===== src/rtl/run_length_gap_penalty_defines.svh =====
// assertion macros shared by the run-length gap penalty rtl
`ifndef RUN_LENGTH_GAP_PENALTY_DEFINES_SVH
`define RUN_LENGTH_GAP_PENALTY_DEFINES_SVH
`ifndef SYNTHESIS
`define RLGP_ASSERT_IMPL(lbl, ck, rst_n, ante, cons) \
	lbl: assert property (@(posedge ck) disable iff (!rst_n) (ante) |-> (cons)) \
		else $error("same-cycle check failed");
`define RLGP_ASSERT_NEXT(lbl, ck, rst_n, ante, cons) \
	lbl: assert property (@(posedge ck) disable iff (!rst_n) (ante) |=> (cons)) \
		else $error("next-cycle check failed");
`else
`define RLGP_ASSERT_IMPL(lbl, ck, rst_n, ante, cons)
`define RLGP_ASSERT_NEXT(lbl, ck, rst_n, ante, cons)
`endif
`endif


===== src/rtl/rlgp_pkg.sv =====
// shared types, constants and exponent table of the run-length gap penalty block
package rlgp_pkg;
	localparam int FRAC_BITS = 8;
	localparam int Q_BITS = 30;
	localparam int TAB_SIZE = 2 ** FRAC_BITS;
	localparam int EXP_STEPS = 31;
	localparam int K_W = 5;
	localparam int DIV_STEPS = Q_BITS;
	localparam int U_W = Q_BITS + 1;
	localparam int OUT_W = 24;
	localparam int N_W = 16;
	localparam int PAR_W = 20;
	localparam int SCORE_W = 16;
	localparam int CFG_IDX_W = 3;
	localparam int DIFF_W = N_W + FRAC_BITS + 2;
	localparam int PROD_W = PAR_W + DIFF_W;
	localparam int T_W = PROD_W - FRAC_BITS;
	localparam int KF_W = T_W - FRAC_BITS;
	localparam logic [U_W-1:0] Q_ONE = U_W'(64'd1 << Q_BITS);

	localparam logic [1:0] MODE_CONST = 2'd0;
	localparam logic [1:0] MODE_PIECE = 2'd1;
	localparam logic [1:0] MODE_EXP = 2'd2;
	localparam logic [1:0] MODE_LOGISTIC = 2'd3;

	typedef logic [U_W-1:0] exp_tab_t [TAB_SIZE];

	typedef struct packed {
		logic signed [SCORE_W-1:0] base_penalty;
		logic signed [SCORE_W-1:0] floor_score;
		logic [1:0] shape_mode;
		logic signed [PAR_W-1:0] param_one;
		logic signed [PAR_W-1:0] param_two;
		logic signed [PAR_W-1:0] param_three;
		logic signed [PAR_W-1:0] param_four;
	} rlgp_cfg_t;

	typedef struct packed {
		logic blend;
		logic mode3;
		logic neg;
		logic signed [OUT_W-1:0] direct;
	} rlgp_side_t;

	// truncated taylor series of e^-y, y in q30
	function automatic logic [63:0] exp_series(input logic [63:0] y);
		logic [63:0] term;
		logic [63:0] pos;
		logic [63:0] neg;
		term = 64'd1 << Q_BITS;
		pos = term;
		neg = '0;
		for (int i = 1; i <= 20; i++) begin
			term = ((term * y) >> Q_BITS) / 64'(i);
			if (i[0]) begin
				neg = neg + term;
			end else begin
				pos = pos + term;
			end
		end
		return (pos > neg) ? pos - neg : 64'd0;
	endfunction

	function automatic exp_tab_t build_exp_tab();
		exp_tab_t tab;
		for (int f = 0; f < TAB_SIZE; f++) begin
			tab[f] = U_W'(exp_series(64'(f) << (Q_BITS - FRAC_BITS)));
		end
		return tab;
	endfunction

	localparam exp_tab_t EXP_TAB = build_exp_tab();
	localparam logic [U_W-1:0] EXP_ONE_STEP = U_W'(exp_series(64'd1 << Q_BITS));
endpackage


===== src/rtl/rlgp_div.sv =====
// restoring divider pipeline: u * 2^30 / (2^30 + u), one quotient bit per stage
`include "run_length_gap_penalty_defines.svh"
module rlgp_div (
	input logic clk,
	input logic arst_n,
	input logic en,
	input logic valid_i,
	input logic [rlgp_pkg::U_W-1:0] u_i,
	input rlgp_pkg::rlgp_side_t side_i,
	output logic valid_o,
	output logic [rlgp_pkg::Q_BITS-1:0] q_o,
	output logic [rlgp_pkg::U_W-1:0] u_o,
	output rlgp_pkg::rlgp_side_t side_o
);
	import rlgp_pkg::*;

	localparam int DIV_W = U_W + 1;

	logic [DIV_STEPS:0] valid_s;
	logic [DIV_W-1:0] rem_s [DIV_STEPS+1];
	logic [DIV_W-1:0] dvs_s [DIV_STEPS+1];
	logic [Q_BITS-1:0] q_s [DIV_STEPS+1];
	logic [U_W-1:0] u_s [DIV_STEPS+1];
	rlgp_side_t side_s [DIV_STEPS+1];
	logic [DIV_W-1:0] shl [DIV_STEPS];
	logic [DIV_STEPS-1:0] ge;

	always_comb begin
		for (int j = 0; j < DIV_STEPS; j++) begin
			shl[j] = {rem_s[j][DIV_W-2:0], 1'b0};
			ge[j] = (shl[j] >= dvs_s[j]);
		end
	end

	always_ff @(posedge clk or negedge arst_n) begin
		if (!arst_n) begin
			valid_s <= '0;
		end else if (en) begin
			valid_s <= {valid_s[DIV_STEPS-1:0], valid_i};
		end
	end

	always_ff @(posedge clk) begin
		if (en) begin
			rem_s[0] <= DIV_W'(u_i);
			dvs_s[0] <= DIV_W'(u_i) + DIV_W'(Q_ONE);
			q_s[0] <= '0;
			u_s[0] <= u_i;
			side_s[0] <= side_i;
			for (int j = 1; j <= DIV_STEPS; j++) begin
				rem_s[j] <= ge[j-1] ? shl[j-1] - dvs_s[j-1] : shl[j-1];
				dvs_s[j] <= dvs_s[j-1];
				q_s[j] <= {q_s[j-1][Q_BITS-2:0], ge[j-1]};
				u_s[j] <= u_s[j-1];
				side_s[j] <= side_s[j-1];
			end
		end
	end

	assign valid_o = valid_s[DIV_STEPS];
	assign q_o = q_s[DIV_STEPS];
	assign u_o = u_s[DIV_STEPS];
	assign side_o = side_s[DIV_STEPS];

	`RLGP_ASSERT_IMPL(a_quot_le_half, clk, arst_n, valid_o, q_o <= (Q_ONE >> 1))
endmodule


===== config.mk =====
export PLATFORM = sky130hd
export DESIGN_NAME = rlgp_div
export DESIGN_NICKNAME = d
export VERILOG_FILES = /design/src/rtl/rlgp_pkg.sv /design/src/rtl/rlgp_div.sv
export VERILOG_INCLUDE_DIRS = /design/src /design/src/rtl
export SDC_FILE = /design/constraint.sdc
export NUM_CORES = 2
export LEC_CHECK = 0
export CAP_MARGIN = 20
export CORE_ASPECT_RATIO = 1.75
export CORE_MARGIN = 4
export CORE_UTILIZATION = 50
export DETAILED_ROUTE_END_ITERATION = 12
export DONT_BUFFER_PORTS = 1
export GPL_ROUTABILITY_DRIVEN = 0
export PLACE_DENSITY = 0.68
export SYNTH_ARGS = -nofsm -noshare
export SYNTH_HDL_FRONTEND = slang
export SYNTH_MEMORY_MAX_BITS = 65536
export SYNTH_SLANG_ARGS = --single-unit

===== constraint.sdc =====
create_clock -name clk -period 3.8 [get_ports clk]
set_clock_uncertainty 0.2 [all_clocks]
set_input_delay 0.76 -clock clk [delete_from_list [all_inputs] [get_ports clk]]
set_output_delay 0.76 -clock clk [all_outputs]
set_load 0.01 [all_outputs]

==> metrics <==
status=finished, violations left; failing checks=negative setup slack; switching share of total power=0.3616; placed insts=between 15000 and 20000; RR Endpoint=rem_s[1][33]; die area=between 300000 and 400000 sq um; Top Ports=between 150 and 200; CP Launch Point=rem_s[1][0]; 1st-iter DRT viols=approximately 5700; worst path arrival time=roughly 4.6 ns; WL met1=101200 microns; H-tree levels=5; clock net sink count=around 3200; Most common cell on crit path=o21ai_2; Layout Nets=14540; RSZ-0062 raised after global routing=true; drt pass-1 iters=8; largest net degree at the start of global routing=209; clock buffer depth=4; Comb pwr share=0.465; vias in the first global route=around 110k; Post-Layout Cell Count=around 18000; Post-Place Worst Slack=-2.520 ns; flops & latches, synth=approximately 3200; Yosys cell types=94; share of flip-flops with an asynchronous set or reset=0.009618; Syn. warnings=0; Placed Area=about 170000 sq um; standard-cell rows=between 200 and 300; syn_nets=about 13000; GRT Util Overall=0.2175; Flop pwr share=0.336; part of the cycle the worst path needs=1.095; top routing layer used=met5; Synth Area in XOR/XNOR=0.04424; Pwr Density=between 800 and 900 nW/um^2; Area Overhead vs Synth=20.56%; Area contributors post-synth=edfxtp_1, ha_1, a21oi_1, inv_1, o21ai_0; Compound-Gate Fraction of Synth Area=0.1218; WL per Instance=20.94 microns; final instance area=185900 sq um; core area=slightly above 300000 sq um; Critical Path RT=roughly 4.2 ns; total congestion overflow=0; antenna viol nets, final=0; flop2flop setup slack=-0.36 ns; CTS tree=done; most common flop cell mapped by yosys=edfxtp_1; worst slew pin tran=roughly 1.4 ns; CTS buffer count=approximately 310; NetSw=56.56 mW; internal power=approximately 100 mW; DP HPWL=~250000 microns; Worst R2R Path Depth=13; wire length on met3=between 10000 and 15000 microns; Mean Syn Cell Area=12.85 sq um; Final Worst Setup Slack=-0.3601 ns; minimum clock period=4.160 ns; multiplexer share of the synthesized area=0.02283; Slew Limit Fails=0; Max Freq=~240 MHz; Fin. Hold Viols=0; Critical Path, Cell by Cell=fa_2 -> a211oi_4 -> o21ai_2 -> a31oi_1 -> buf_4 -> o31a_1 -> o21ai_2 -> o21ai_2 -> o211ai_1 -> a221o_1 -> a31oi_4 -> buf_12 -> mux2_4; max_cap viols=0; initial core utilization=0.5024; Setup crit end kind=register; Worst-Skew Late Latency=between 0.9 and 1 ns; Setup-failing EPs final=~250; part of the Yosys area used for sequential elements=0.6266; Synth Area in Simple Gates=0.06681; Synth Instances=approximately 12000; Adder-Cell Fraction of Synth Area=0.08136; largest family of logic cells by synthesized area=compound AO/OA/AOI/OAI gates; Reg-to-Reg Start=rem_s[1][0]; die width=around 430 microns; WL final=~370000 microns; clk root buf=clkbuf_16; port bufs=0; LEAKAGE=75.69 nW; Die Y-Extent=742.7 microns; met2 wire len=217600 microns; top cell type's share of synthesized area=0.6216; Clock power frac=0.199; vias per cell=about 5.6; Peak supply drop=approximately 0.48 mV; via count=100400; first-pass GRT wire length=548400 microns; dominant cell type by area after synthesis=edfxtp_1; Post-synth EDFFs=~3200; Clk pin slew, worst setup/hold paths=0.06 ns; initial antenna violation count=9; Syn Std Cell Area=154200 sq um; crit path capture=rem_s[1][33]; crit start category=register; Worst path max stage delay=~0.44 ns; Hold WC Path Type=input pin to register; CP max FO=7; drc violations=0; layout cell share with drive strength beyond 1=0.2056; Max transition margin=0.09122; Slowest-stage cell, CP=fa_2; WS Path Type=register to register
==> what timing repair did <==
item / in CTS / in global routing
cloned: 16 / 41
hold buffers: 64 / 0
endpoints found under the hold margin: 190 / 0
setup endpoints to repair: 1576 / 1170
setup buffers: 47 / 194
gates resized for setup: 228 / 971
pin swaps: 98 / 357
==> layout by cell type, fill, tap and decap left out, types with 85 or more instances in the layout <==
| cell type | instances |
|---|---|
| a21o_1 | 489 |
| a21oi_1 | 827 |
| buf_4 | 1154 |
| clkbuf_16 | 354 |
| edfxtp_1 | 3192 |
| ha_1 | 928 |
| inv_1 | 1133 |
| mux2_2 | 217 |
| mux2_4 | 85 |
| nand2_1 | 801 |
| nand2b_1 | 117 |
| nand3_1 | 122 |
| nand4_1 | 145 |
| nor2_1 | 508 |
| nor2b_1 | 93 |
| nor3_1 | 105 |
| o21a_1 | 105 |
| o21ai_0 | 629 |
| o21ai_2 | 111 |
| o21bai_1 | 139 |
| xnor2_1 | 438 |
| xor2_1 | 340 |
==> logic make-up after synthesis <==
kind of cell,after synthesis
mux,313
buf+inv,1435
compound gates,3034
simple gates,2235
flops,3223
fa+ha+maj,986
xor+xnor,779
==> cells in the mapped netlist, drive strengths merged (12+ instances only) <==
library cell,count
edfxtp,3192
inv,1169
ha,958
a21oi,930
nand2,838
o21ai,836
nor2,556
a21o,490
xnor2,438
xor2,341
mux2,310
clkbuf,153
o21bai,149
nand4,145
nand3,131
nand2b,119
nor3,115
buf,112
o21a,109
nor2b,103
a31oi,93
o31ai,64
a211oi,59
and3,57
and2,43
o211ai,39
or3,33
dfrtp,31
a21boi,29
fa,28
a2111oi,23
or2,20
a221o,19
a31o,19
and4,18
o31a,18
nor4,17
a311oi,16
nor3b,16
a41oi,14
o22ai,14
a211o,12
o2111ai,12
==> state kept, by name, indices dropped and copies added (netlist names) <==
| name | count |
|---|---|
| valid_s | 31 |
| q_s | 465 |
| side_s | 837 |
| dvs_s | 990 |
| rem_s | 899 |
| u_s | 1 |
==> per-layer routing <==
metal  track usage  vias to the layer above
li1              -                    47160
met1        0.1595                    48840
met2        0.4600                     2803
met3       0.02740                     1626
met4        0.1930                        2
met5             0                        -
==> critical path: cells and delay by family, from the launching register on <==
| family | cells | cell delay (ns) |
|---|---|---|
| adder cells (fa/ha/maj) | 1 | 0.44 |
| multiplexers | 1 | 0.31 |
| buffers and inverters | 2 | 0.37 |
| AO/OA/AOI/OAI | 9 | 2.15 |
| flip-flops | 1 | 0.43 |
==> worst min path at each step <==
stage / start / slack (ns) / cells past startpoint / endpoint
after floorplan: dvs_s[0][31] / 0.20 / 0 / dvs_s[0][63]
after global placement: side_s[9][0] / 0.20 / 0 / side_s[10][0]
after detailed placement: q_s[12][3] / 0.20 / 0 / q_s[13][4]
after CTS: en / 0.08 / 1 / side_s[0][19]
after global routing: en / 0.09 / 1 / side_s[0][19]
final: en / 0.11 / 1 / side_s[0][19]
==> power groups by stage <==
stage                     logic [mW]  clock network (mW)  registers, mW
after floorplan                 39.7                   0           51.5
after global placement          58.3                   0           52.6
after detailed placement        61.0                   0           52.9
after CTS                       63.6                31.9           52.2
after global routing            78.3                33.2           53.1
final                           72.8                31.1           52.5
==> stage by stage <==
stage               hold slack, ns  utilization  power [mW]   TNS, ns
finish                      0.1149       0.6057       156.4    -31.85
global route               0.08902       0.6056       164.5    -62.44
CTS                        0.07699       0.5860       147.7    -68.65
detailed placement          0.2045       0.5450       113.9  -1991.42
global placement            0.2001       0.5449       110.8  -1828.66
floorplan                   0.2003            -       91.13         0
==> area by class of cell <==
type | count | area, sq um
repair buffers | 1443 | 13520
flip-flops and latches | 3223 | 96630
well taps | 4065 | 5086
clock buffers | 372 | 8160
inverters | 1170 | 4420
clock inverters | 180 | 1857
diodes | 23 | 57.56
multi-input cells | 7347 | 56180
fillers | 22560 | 121000
(Power assumes the default switching activity.)
