`src/rtl/run_length_gap_penalty_defines.svh`:
```
// assertion macros shared by the run-length gap penalty rtl
`ifndef RUN_LENGTH_GAP_PENALTY_DEFINES_SVH
`define RUN_LENGTH_GAP_PENALTY_DEFINES_SVH
`ifndef SYNTHESIS
`define RLGP_ASSERT_IMPL(lbl, ck, rst_n, ante, cons) \
	lbl: assert property (@(posedge ck) disable iff (!rst_n) (ante) |-> (cons)) \
		else $error("same-cycle check failed");
`define RLGP_ASSERT_NEXT(lbl, ck, rst_n, ante, cons) \
	lbl: assert property (@(posedge ck) disable iff (!rst_n) (ante) |=> (cons)) \
		else $error("next-cycle check failed");
`else
`define RLGP_ASSERT_IMPL(lbl, ck, rst_n, ante, cons)
`define RLGP_ASSERT_NEXT(lbl, ck, rst_n, ante, cons)
`endif
`endif

```
`src/rtl/rlgp_pkg.sv`:
```
// shared types, constants and exponent table of the run-length gap penalty block
package rlgp_pkg;
	localparam int FRAC_BITS = 8;
	localparam int Q_BITS = 30;
	localparam int TAB_SIZE = 2 ** FRAC_BITS;
	localparam int EXP_STEPS = 31;
	localparam int K_W = 5;
	localparam int DIV_STEPS = Q_BITS;
	localparam int U_W = Q_BITS + 1;
	localparam int OUT_W = 24;
	localparam int N_W = 16;
	localparam int PAR_W = 20;
	localparam int SCORE_W = 16;
	localparam int CFG_IDX_W = 3;
	localparam int DIFF_W = N_W + FRAC_BITS + 2;
	localparam int PROD_W = PAR_W + DIFF_W;
	localparam int T_W = PROD_W - FRAC_BITS;
	localparam int KF_W = T_W - FRAC_BITS;
	localparam logic [U_W-1:0] Q_ONE = U_W'(64'd1 << Q_BITS);

	localparam logic [1:0] MODE_CONST = 2'd0;
	localparam logic [1:0] MODE_PIECE = 2'd1;
	localparam logic [1:0] MODE_EXP = 2'd2;
	localparam logic [1:0] MODE_LOGISTIC = 2'd3;

	typedef logic [U_W-1:0] exp_tab_t [TAB_SIZE];

	typedef struct packed {
		logic signed [SCORE_W-1:0] base_penalty;
		logic signed [SCORE_W-1:0] floor_score;
		logic [1:0] shape_mode;
		logic signed [PAR_W-1:0] param_one;
		logic signed [PAR_W-1:0] param_two;
		logic signed [PAR_W-1:0] param_three;
		logic signed [PAR_W-1:0] param_four;
	} rlgp_cfg_t;

	typedef struct packed {
		logic blend;
		logic mode3;
		logic neg;
		logic signed [OUT_W-1:0] direct;
	} rlgp_side_t;

	// truncated taylor series of e^-y, y in q30
	function automatic logic [63:0] exp_series(input logic [63:0] y);
		logic [63:0] term;
		logic [63:0] pos;
		logic [63:0] neg;
		term = 64'd1 << Q_BITS;
		pos = term;
		neg = '0;
		for (int i = 1; i <= 20; i++) begin
			term = ((term * y) >> Q_BITS) / 64'(i);
			if (i[0]) begin
				neg = neg + term;
			end else begin
				pos = pos + term;
			end
		end
		return (pos > neg) ? pos - neg : 64'd0;
	endfunction

	function automatic exp_tab_t build_exp_tab();
		exp_tab_t tab;
		for (int f = 0; f < TAB_SIZE; f++) begin
			tab[f] = U_W'(exp_series(64'(f) << (Q_BITS - FRAC_BITS)));
		end
		return tab;
	endfunction

	localparam exp_tab_t EXP_TAB = build_exp_tab();
	localparam logic [U_W-1:0] EXP_ONE_STEP = U_W'(exp_series(64'd1 << Q_BITS));
endpackage

```
`src/rtl/rlgp_front.sv`:
```
// front stages: piecewise score, logistic exponent product and exponent split
module rlgp_front (
	input logic clk,
	input logic arst_n,
	input logic en,
	input logic in_valid,
	input logic [rlgp_pkg::N_W-1:0] run_length,
	input rlgp_pkg::rlgp_cfg_t cfg,
	output logic valid_o,
	output logic [rlgp_pkg::K_W-1:0] k_o,
	output logic [rlgp_pkg::FRAC_BITS-1:0] f_o,
	output logic zero_o,
	output rlgp_pkg::rlgp_side_t side_o
);
	import rlgp_pkg::*;

	logic signed [DIFF_W-1:0] nf;
	logic signed [DIFF_W-1:0] g1_x;
	logic signed [DIFF_W-1:0] g3_x;
	logic signed [SCORE_W:0] pm_sum;
	logic signed [OUT_W-1:0] pfix;
	logic signed [OUT_W-1:0] mid;
	logic signed [OUT_W-1:0] piece;
	logic in_one;
	logic in_two;
	logic nz;
	rlgp_side_t side_d;

	logic valid_s1;
	logic signed [DIFF_W-1:0] diff_s1;
	logic [N_W-1:0] nm1_s1;
	rlgp_side_t side_s1;

	logic valid_s2;
	logic signed [PROD_W-1:0] prod_s2;
	logic [N_W-1:0] nm1_s2;
	rlgp_side_t side_s2;

	logic signed [PROD_W-1:0] prod_d;
	logic signed [T_W-1:0] t_d;
	logic [T_W-1:0] mag_d;
	logic [KF_W-1:0] kf_d;
	logic [FRAC_BITS-1:0] f_d;
	rlgp_side_t side_d3;

	logic valid_s3;
	logic [K_W-1:0] k_s3;
	logic [FRAC_BITS-1:0] f_s3;
	logic zero_s3;
	rlgp_side_t side_s3;

	always_comb begin
		nf = {1'b0, 1'b0, run_length, {FRAC_BITS{1'b0}}};
		g1_x = DIFF_W'(cfg.param_one);
		g3_x = DIFF_W'(cfg.param_three);
		pm_sum = (SCORE_W + 1)'(cfg.base_penalty) + (SCORE_W + 1)'(cfg.floor_score);
		pfix = OUT_W'({cfg.base_penalty, {FRAC_BITS{1'b0}}});
		mid = OUT_W'({pm_sum, {(FRAC_BITS - 1){1'b0}}});
		in_one = (nf >= g1_x) && ((nf < g3_x) || (cfg.param_three <= 20'sd0));
		in_two = (cfg.param_three > 20'sd0) && (nf >= g3_x);
		priority if (in_one) begin
			piece = (cfg.param_two < 20'sd0) ? OUT_W'(cfg.param_two) : mid;
		end else if (in_two) begin
			piece = (cfg.param_four < 20'sd0) ? OUT_W'(cfg.param_four) : mid;
		end else begin
			piece = pfix;
		end
		nz = (run_length != '0);
		side_d.direct = (nz && cfg.shape_mode == MODE_PIECE) ? piece : pfix;
		side_d.blend = nz && (cfg.shape_mode == MODE_EXP || cfg.shape_mode == MODE_LOGISTIC);
		side_d.mode3 = nz && (cfg.shape_mode == MODE_LOGISTIC);
		side_d.neg = 1'b0;
	end

	always_ff @(posedge clk or negedge arst_n) begin
		if (!arst_n) begin
			valid_s1 <= 1'b0;
			valid_s2 <= 1'b0;
			valid_s3 <= 1'b0;
		end else if (en) begin
			valid_s1 <= in_valid;
			valid_s2 <= valid_s1;
			valid_s3 <= valid_s2;
		end
	end

	always_ff @(posedge clk) begin
		if (en) begin
			diff_s1 <= nf - DIFF_W'(cfg.param_two);
			nm1_s1 <= N_W'(run_length - N_W'(1));
			side_s1 <= side_d;
		end
	end

	assign prod_d = cfg.param_one * diff_s1;

	always_ff @(posedge clk) begin
		if (en) begin
			prod_s2 <= prod_d;
			nm1_s2 <= nm1_s1;
			side_s2 <= side_s1;
		end
	end

	always_comb begin
		t_d = T_W'(prod_s2 >>> FRAC_BITS);
		mag_d = t_d[T_W-1] ? T_W'(-t_d) : T_W'(t_d);
		side_d3 = side_s2;
		side_d3.neg = side_s2.mode3 && t_d[T_W-1];
		if (side_s2.mode3) begin
			kf_d = mag_d[T_W-1:FRAC_BITS];
			f_d = mag_d[FRAC_BITS-1:0];
		end else begin
			kf_d = KF_W'(nm1_s2);
			f_d = '0;
		end
	end

	always_ff @(posedge clk) begin
		if (en) begin
			k_s3 <= kf_d[K_W-1:0];
			f_s3 <= f_d;
			zero_s3 <= (kf_d > KF_W'(EXP_STEPS));
			side_s3 <= side_d3;
		end
	end

	assign valid_o = valid_s3;
	assign k_o = k_s3;
	assign f_o = f_s3;
	assign zero_o = zero_s3;
	assign side_o = side_s3;
endmodule

```
`config.mk`:
```
export PLATFORM = sky130hd
export DESIGN_NAME = rlgp_front
export DESIGN_NICKNAME = d
export VERILOG_FILES = /design/src/rtl/run_length_gap_penalty_defines.svh /design/src/rtl/rlgp_pkg.sv /design/src/rtl/rlgp_front.sv
export SDC_FILE = /design/constraint.sdc
export NUM_CORES = 2
export LEC_CHECK = 0
export BUFFER_PORTS_ARGS = -buffer_cell sky130_fd_sc_hd__buf_2
export CORE_MARGIN = 10
export CORE_UTILIZATION = 40
export CTS_CLUSTER_DIAMETER = 60
export DETAILED_ROUTE_END_ITERATION = 7
export PLACE_DENSITY_LB_ADDON = 0.15
export SLEW_MARGIN = 5
export SYNTH_ARGS = -nofsm -noshare
export SYNTH_HDL_FRONTEND = slang
export SYNTH_SLANG_ARGS = --single-unit
```
`constraint.sdc`:
```
create_clock -name clk -period 6.9 [get_ports clk]
set_input_delay 1.38 -clock clk [delete_from_list [all_inputs] [get_ports clk]]
set_output_delay 1.38 -clock clk [all_outputs]
set_load 0.02 [all_outputs]
```
==> flow_summary.ini <==
[status]
outcome = complete, but fails checks
violated_checks = setup timing

[setup_path]
slowest_stage_delay_on_critical_path_ns = 0.55
endpoint = prod_s2[42]
crit_required_ns = 7.10
worstSetupPathDepth = 25
arrival_ns = 7.66
reg2reg_to = prod_s2[42]
worst-path-max-fanout = 5
cpLargestDelayFamily = adder cells
reg2reg_from = diff_s1[22]
startpoint = cfg[63]
cp-end-kind = flop
worst-r2r-cell-count = 23
timing.reg2reg.setup_slack_ns = -0.17
slowest_stage = sky130_fd_sc_hd__fa_1
worstSetupPathType = in -> reg
critical_path.most_common_cell = sky130_fd_sc_hd__fa_1
worst-path-buf-inv = 8
critical_path.startpoint_type = input pin

[sta]
ratio_of_final_minimum_period_to_clock_period_pct = 108
finalMaxSlewViolations = 0
final_hold_viol_count = 0
max_clock_freq_ghz = 0.134
fin_tns_setup_ns = -6.11
worst-slew-pin-transition_ns = 0.865
setup_viol_count_final = 29
max_slew_margin_pct = 42.3
setup_ws_ns = -0.553
final_period_minus_worst_setup_slack_ns = 7.45
skew_ns = 0.00806
rsz0062_at_grt = true

[finish]
final.fill_count = 6573
fin_cells = 4225
final_layout_size_suffix_gt1_share_pct = 23.3
fin_util_pct = 49.7
final_nets = 4120
synthToLayoutAreaGrowth_pct = 22.7
area.sequential_mm2 = 0.00575
num_antenna_cells = 0
multi_input_logic_area_mm2 = 0.0209

[clock_tree]
htree_levels = 4
cts_sinks = 192
cts_max_path_buffers = 2
cts_hold_buf = 0
clock_latency_ns = 0.45
cts_tree = done
cts-root-buf = sky130_fd_sc_hd__clkbuf_16
worst_setup_hold_path_clk_slew_ns = 0.07
cts_bufs_inserted = 17

[yosys]
yosys_register_bits = 192
yosys_warnings = 0
yosys.cell_types.count = 75
synth.cell_area_mm2 = 0.0285
synth_nets = 3731
synthesis.instances = 2883
async_flop_share_pct = 1.56
syn_avg_cell_area_um2 = 9.90
synth-seq-area-share_pct = 20.1
dominantRegCellSynth = sky130_fd_sc_hd__edfxtp_1
edff_count_synth = 189

[grt]
grt_antenna_before_repair = 3
gr-usage-all-layers_pct = 20.4
grt_first_pass_wirelength_um = 131000
total_overflow_reported_by_the_global_router = 0
via_count_of_the_first_global_routing_pass = 23526
grt_max_degree = 85

[route]
wl_per_cell_um = 19.7
detail_route.iter0.violations = 1119
vias_per_cell = 5.02
drtAntennaViolNets = 0
drc = 0
routed_wl_um = 83100
dr.pass1.iters = 5
route.vias.total = 21190

[placed_design]
routabilityCongestion = 0.890
place.detailed.hpwl_um = 67900
port_buffers = 175
cell_count_after_placement = 4148

[floorplan]
start_util_pct = 40.6
die_x_um = 287
ioPinCount = 176
core_mm2 = 0.0704
die_y_um = 287
placement_rows = 97
floorplan.die_area_mm2 = 0.0824

[worst_hold_path]
min_path_type = reg -> reg

[flow_run]
count_of_maximum_capacitance_violations = 0
## flip-flops by register name (all words and copies together), names as in the netlist
signal	cells
side_o	27
side_d3	26
prod_s2	38
zero_o	1
valid_s2	1
nm1_s2	16
nm1_s1	16
valid_o	1
side_s1	26
f_o	8
diff_s1	26
k_o	5
valid_s1	1
## routing by layer
| metal | up-vias | wire, um | track usage [%] |
|---|---|---|---|
| met5 | - | 13 | 0 |
| met4 | 2 | 2670 | 6.75 |
| met3 | 132 | 2880 | 2.20 |
| met2 | 421 | 43400 | 36.9 |
| met1 | 10961 | 34100 | 24.9 |
| li1 | 9674 | - | - |
## synthesized netlist by cell type, types with 4 or more instances
library cell,instances,area share [%]
sky130_fd_sc_hd__o31ai_1,4,0.11
sky130_fd_sc_hd__nor2b_1,16,0.35
sky130_fd_sc_hd__a31oi_1,9,0.20
sky130_fd_sc_hd__nand2_1,286,3.8
sky130_fd_sc_hd__o41ai_1,4,0.12
sky130_fd_sc_hd__a22oi_1,11,0.29
sky130_fd_sc_hd__and4_1,4,0.12
sky130_fd_sc_hd__xor2_1,38,1.2
sky130_fd_sc_hd__nand4_1,14,0.31
sky130_fd_sc_hd__o211ai_1,4,0.11
sky130_fd_sc_hd__nor2_1,108,1.4
sky130_fd_sc_hd__nand3_1,16,0.28
sky130_fd_sc_hd__o21ai_0,36,0.63
sky130_fd_sc_hd__and3_1,7,0.15
sky130_fd_sc_hd__fa_1,528,37
sky130_fd_sc_hd__nand2b_1,21,0.46
sky130_fd_sc_hd__or4_1,7,0.18
sky130_fd_sc_hd__and2_1,270,5.9
sky130_fd_sc_hd__clkbuf_1,108,1.4
sky130_fd_sc_hd__o21bai_1,4,0.11
sky130_fd_sc_hd__mux2_2,5,0.20
sky130_fd_sc_hd__a21o_1,29,0.76
sky130_fd_sc_hd__ha_1,186,8.2
sky130_fd_sc_hd__o21a_1,12,0.32
sky130_fd_sc_hd__nor3_1,31,0.54
sky130_fd_sc_hd__nand3b_1,6,0.16
sky130_fd_sc_hd__mux2i_1,4,0.14
sky130_fd_sc_hd__a21oi_1,75,1.3
sky130_fd_sc_hd__xnor2_1,68,2.1
sky130_fd_sc_hd__inv_1,659,8.7
sky130_fd_sc_hd__a2111oi_0,5,0.15
sky130_fd_sc_hd__a211oi_1,5,0.13
sky130_fd_sc_hd__o221a_2,6,0.24
sky130_fd_sc_hd__edfxtp_1,189,20
sky130_fd_sc_hd__or2_2,7,0.15
sky130_fd_sc_hd__o22a_1,11,0.34
sky130_fd_sc_hd__nor4_1,21,0.46
sky130_fd_sc_hd__or3_1,9,0.20
## worst min path at each step
stage / start / endpoint / cells past startpoint
floorplan: nm1_s1[0] / nm1_s2[0] / 0
global placement: side_d3[8] / side_o[8] / 0
detailed placement: nm1_s1[13] / nm1_s2[13] / 0
CTS: side_s1[13] / side_d3[13] / 0
global route: nm1_s1[1] / nm1_s2[1] / 0
finish: side_s1[13] / side_d3[13] / 0
## worst reg2reg max path: stages, from the launching register on
cell	delay, ns
sky130_fd_sc_hd__edfxtp_1	0.62
sky130_fd_sc_hd__buf_4	0.30
sky130_fd_sc_hd__nand2_1	0.12
sky130_fd_sc_hd__fa_1	0.54
sky130_fd_sc_hd__inv_1	0.05
sky130_fd_sc_hd__fa_1	0.46
sky130_fd_sc_hd__fa_1	0.45
sky130_fd_sc_hd__fa_1	0.48
sky130_fd_sc_hd__fa_1	0.51
sky130_fd_sc_hd__fa_1	0.52
sky130_fd_sc_hd__inv_2	0.05
sky130_fd_sc_hd__fa_1	0.52
sky130_fd_sc_hd__inv_2	0.05
sky130_fd_sc_hd__ha_4	0.21
sky130_fd_sc_hd__and4_4	0.19
sky130_fd_sc_hd__and2_4	0.17
sky130_fd_sc_hd__a221oi_4	0.26
sky130_fd_sc_hd__o2bb2ai_2	0.12
sky130_fd_sc_hd__o311a_4	0.33
sky130_fd_sc_hd__o21a_1	0.19
sky130_fd_sc_hd__a311o_1	0.32
sky130_fd_sc_hd__buf_6	0.15
sky130_fd_sc_hd__buf_6	0.11
sky130_fd_sc_hd__xor2_1	0.13
## logic make-up after synthesis
family,share of synthesized area [%]
flip-flops,20.1
buffers and inverters,10.2
adder cells (fa/ha/maj),45.2
AO/OA/AOI/OAI,5.93
multiplexers,0.338
AND/OR/NAND/NOR,15.0
XOR/XNOR,3.25
## area by class of cell
class                   count  area share (%)
multi-input cells        1919            59.8
well taps                 940            3.36
clock inverters            15           0.436
flip-flops and latches    192            16.4
inverters                 660            7.12
repair buffers            482            11.6
clock buffers              17            1.21
## cells in the final DEF (no fill, tap or decap), types with 12 or more instances in the layout
master	instances
sky130_fd_sc_hd__a21o_1	29
sky130_fd_sc_hd__a21oi_1	59
sky130_fd_sc_hd__a21oi_2	13
sky130_fd_sc_hd__and2_1	236
sky130_fd_sc_hd__and2_4	34
sky130_fd_sc_hd__buf_12	34
sky130_fd_sc_hd__buf_2	156
sky130_fd_sc_hd__buf_4	239
sky130_fd_sc_hd__buf_6	34
sky130_fd_sc_hd__clkbuf_16	23
sky130_fd_sc_hd__edfxtp_1	189
sky130_fd_sc_hd__fa_1	498
sky130_fd_sc_hd__fa_2	30
sky130_fd_sc_hd__ha_1	155
sky130_fd_sc_hd__ha_4	30
sky130_fd_sc_hd__inv_1	621
sky130_fd_sc_hd__inv_2	36
sky130_fd_sc_hd__nand2_1	277
sky130_fd_sc_hd__nand2b_1	20
sky130_fd_sc_hd__nand3_1	13
sky130_fd_sc_hd__nand4_1	14
sky130_fd_sc_hd__nor2_1	86
sky130_fd_sc_hd__nor2_2	13
sky130_fd_sc_hd__nor2b_1	14
sky130_fd_sc_hd__nor3_1	28
sky130_fd_sc_hd__nor4_1	19
sky130_fd_sc_hd__o21a_1	12
sky130_fd_sc_hd__o21ai_0	25
sky130_fd_sc_hd__xnor2_1	60
sky130_fd_sc_hd__xor2_1	36
## timing repair
item / 4_1_cts / 5_1_grt
gates resized for setup: 153 / 145
cloned: 0 / 6
setup endpoints to repair: 33 / 32
buffers inserted: 20 / 28
pin swaps: 116 / 111
## per-stage QoR
stage / area [um2] / hold WS [ns] / worst slack, ns
5_1_grt: 35000 / 0.415 / -0.727
4_1_cts: 34100 / 0.416 / -0.582
6_report: 35000 / 0.417 / -0.553
3_5_place_dp: 32900 / 0.405 / -1.44
3_3_place_gp: 32900 / 0.400 / -1.35
2_1_floorplan: 29200 / 0.400 / -0.872
Power is not shown: default switching activity piles up to over one toggle a cycle in this logic, so the estimate is an artifact.
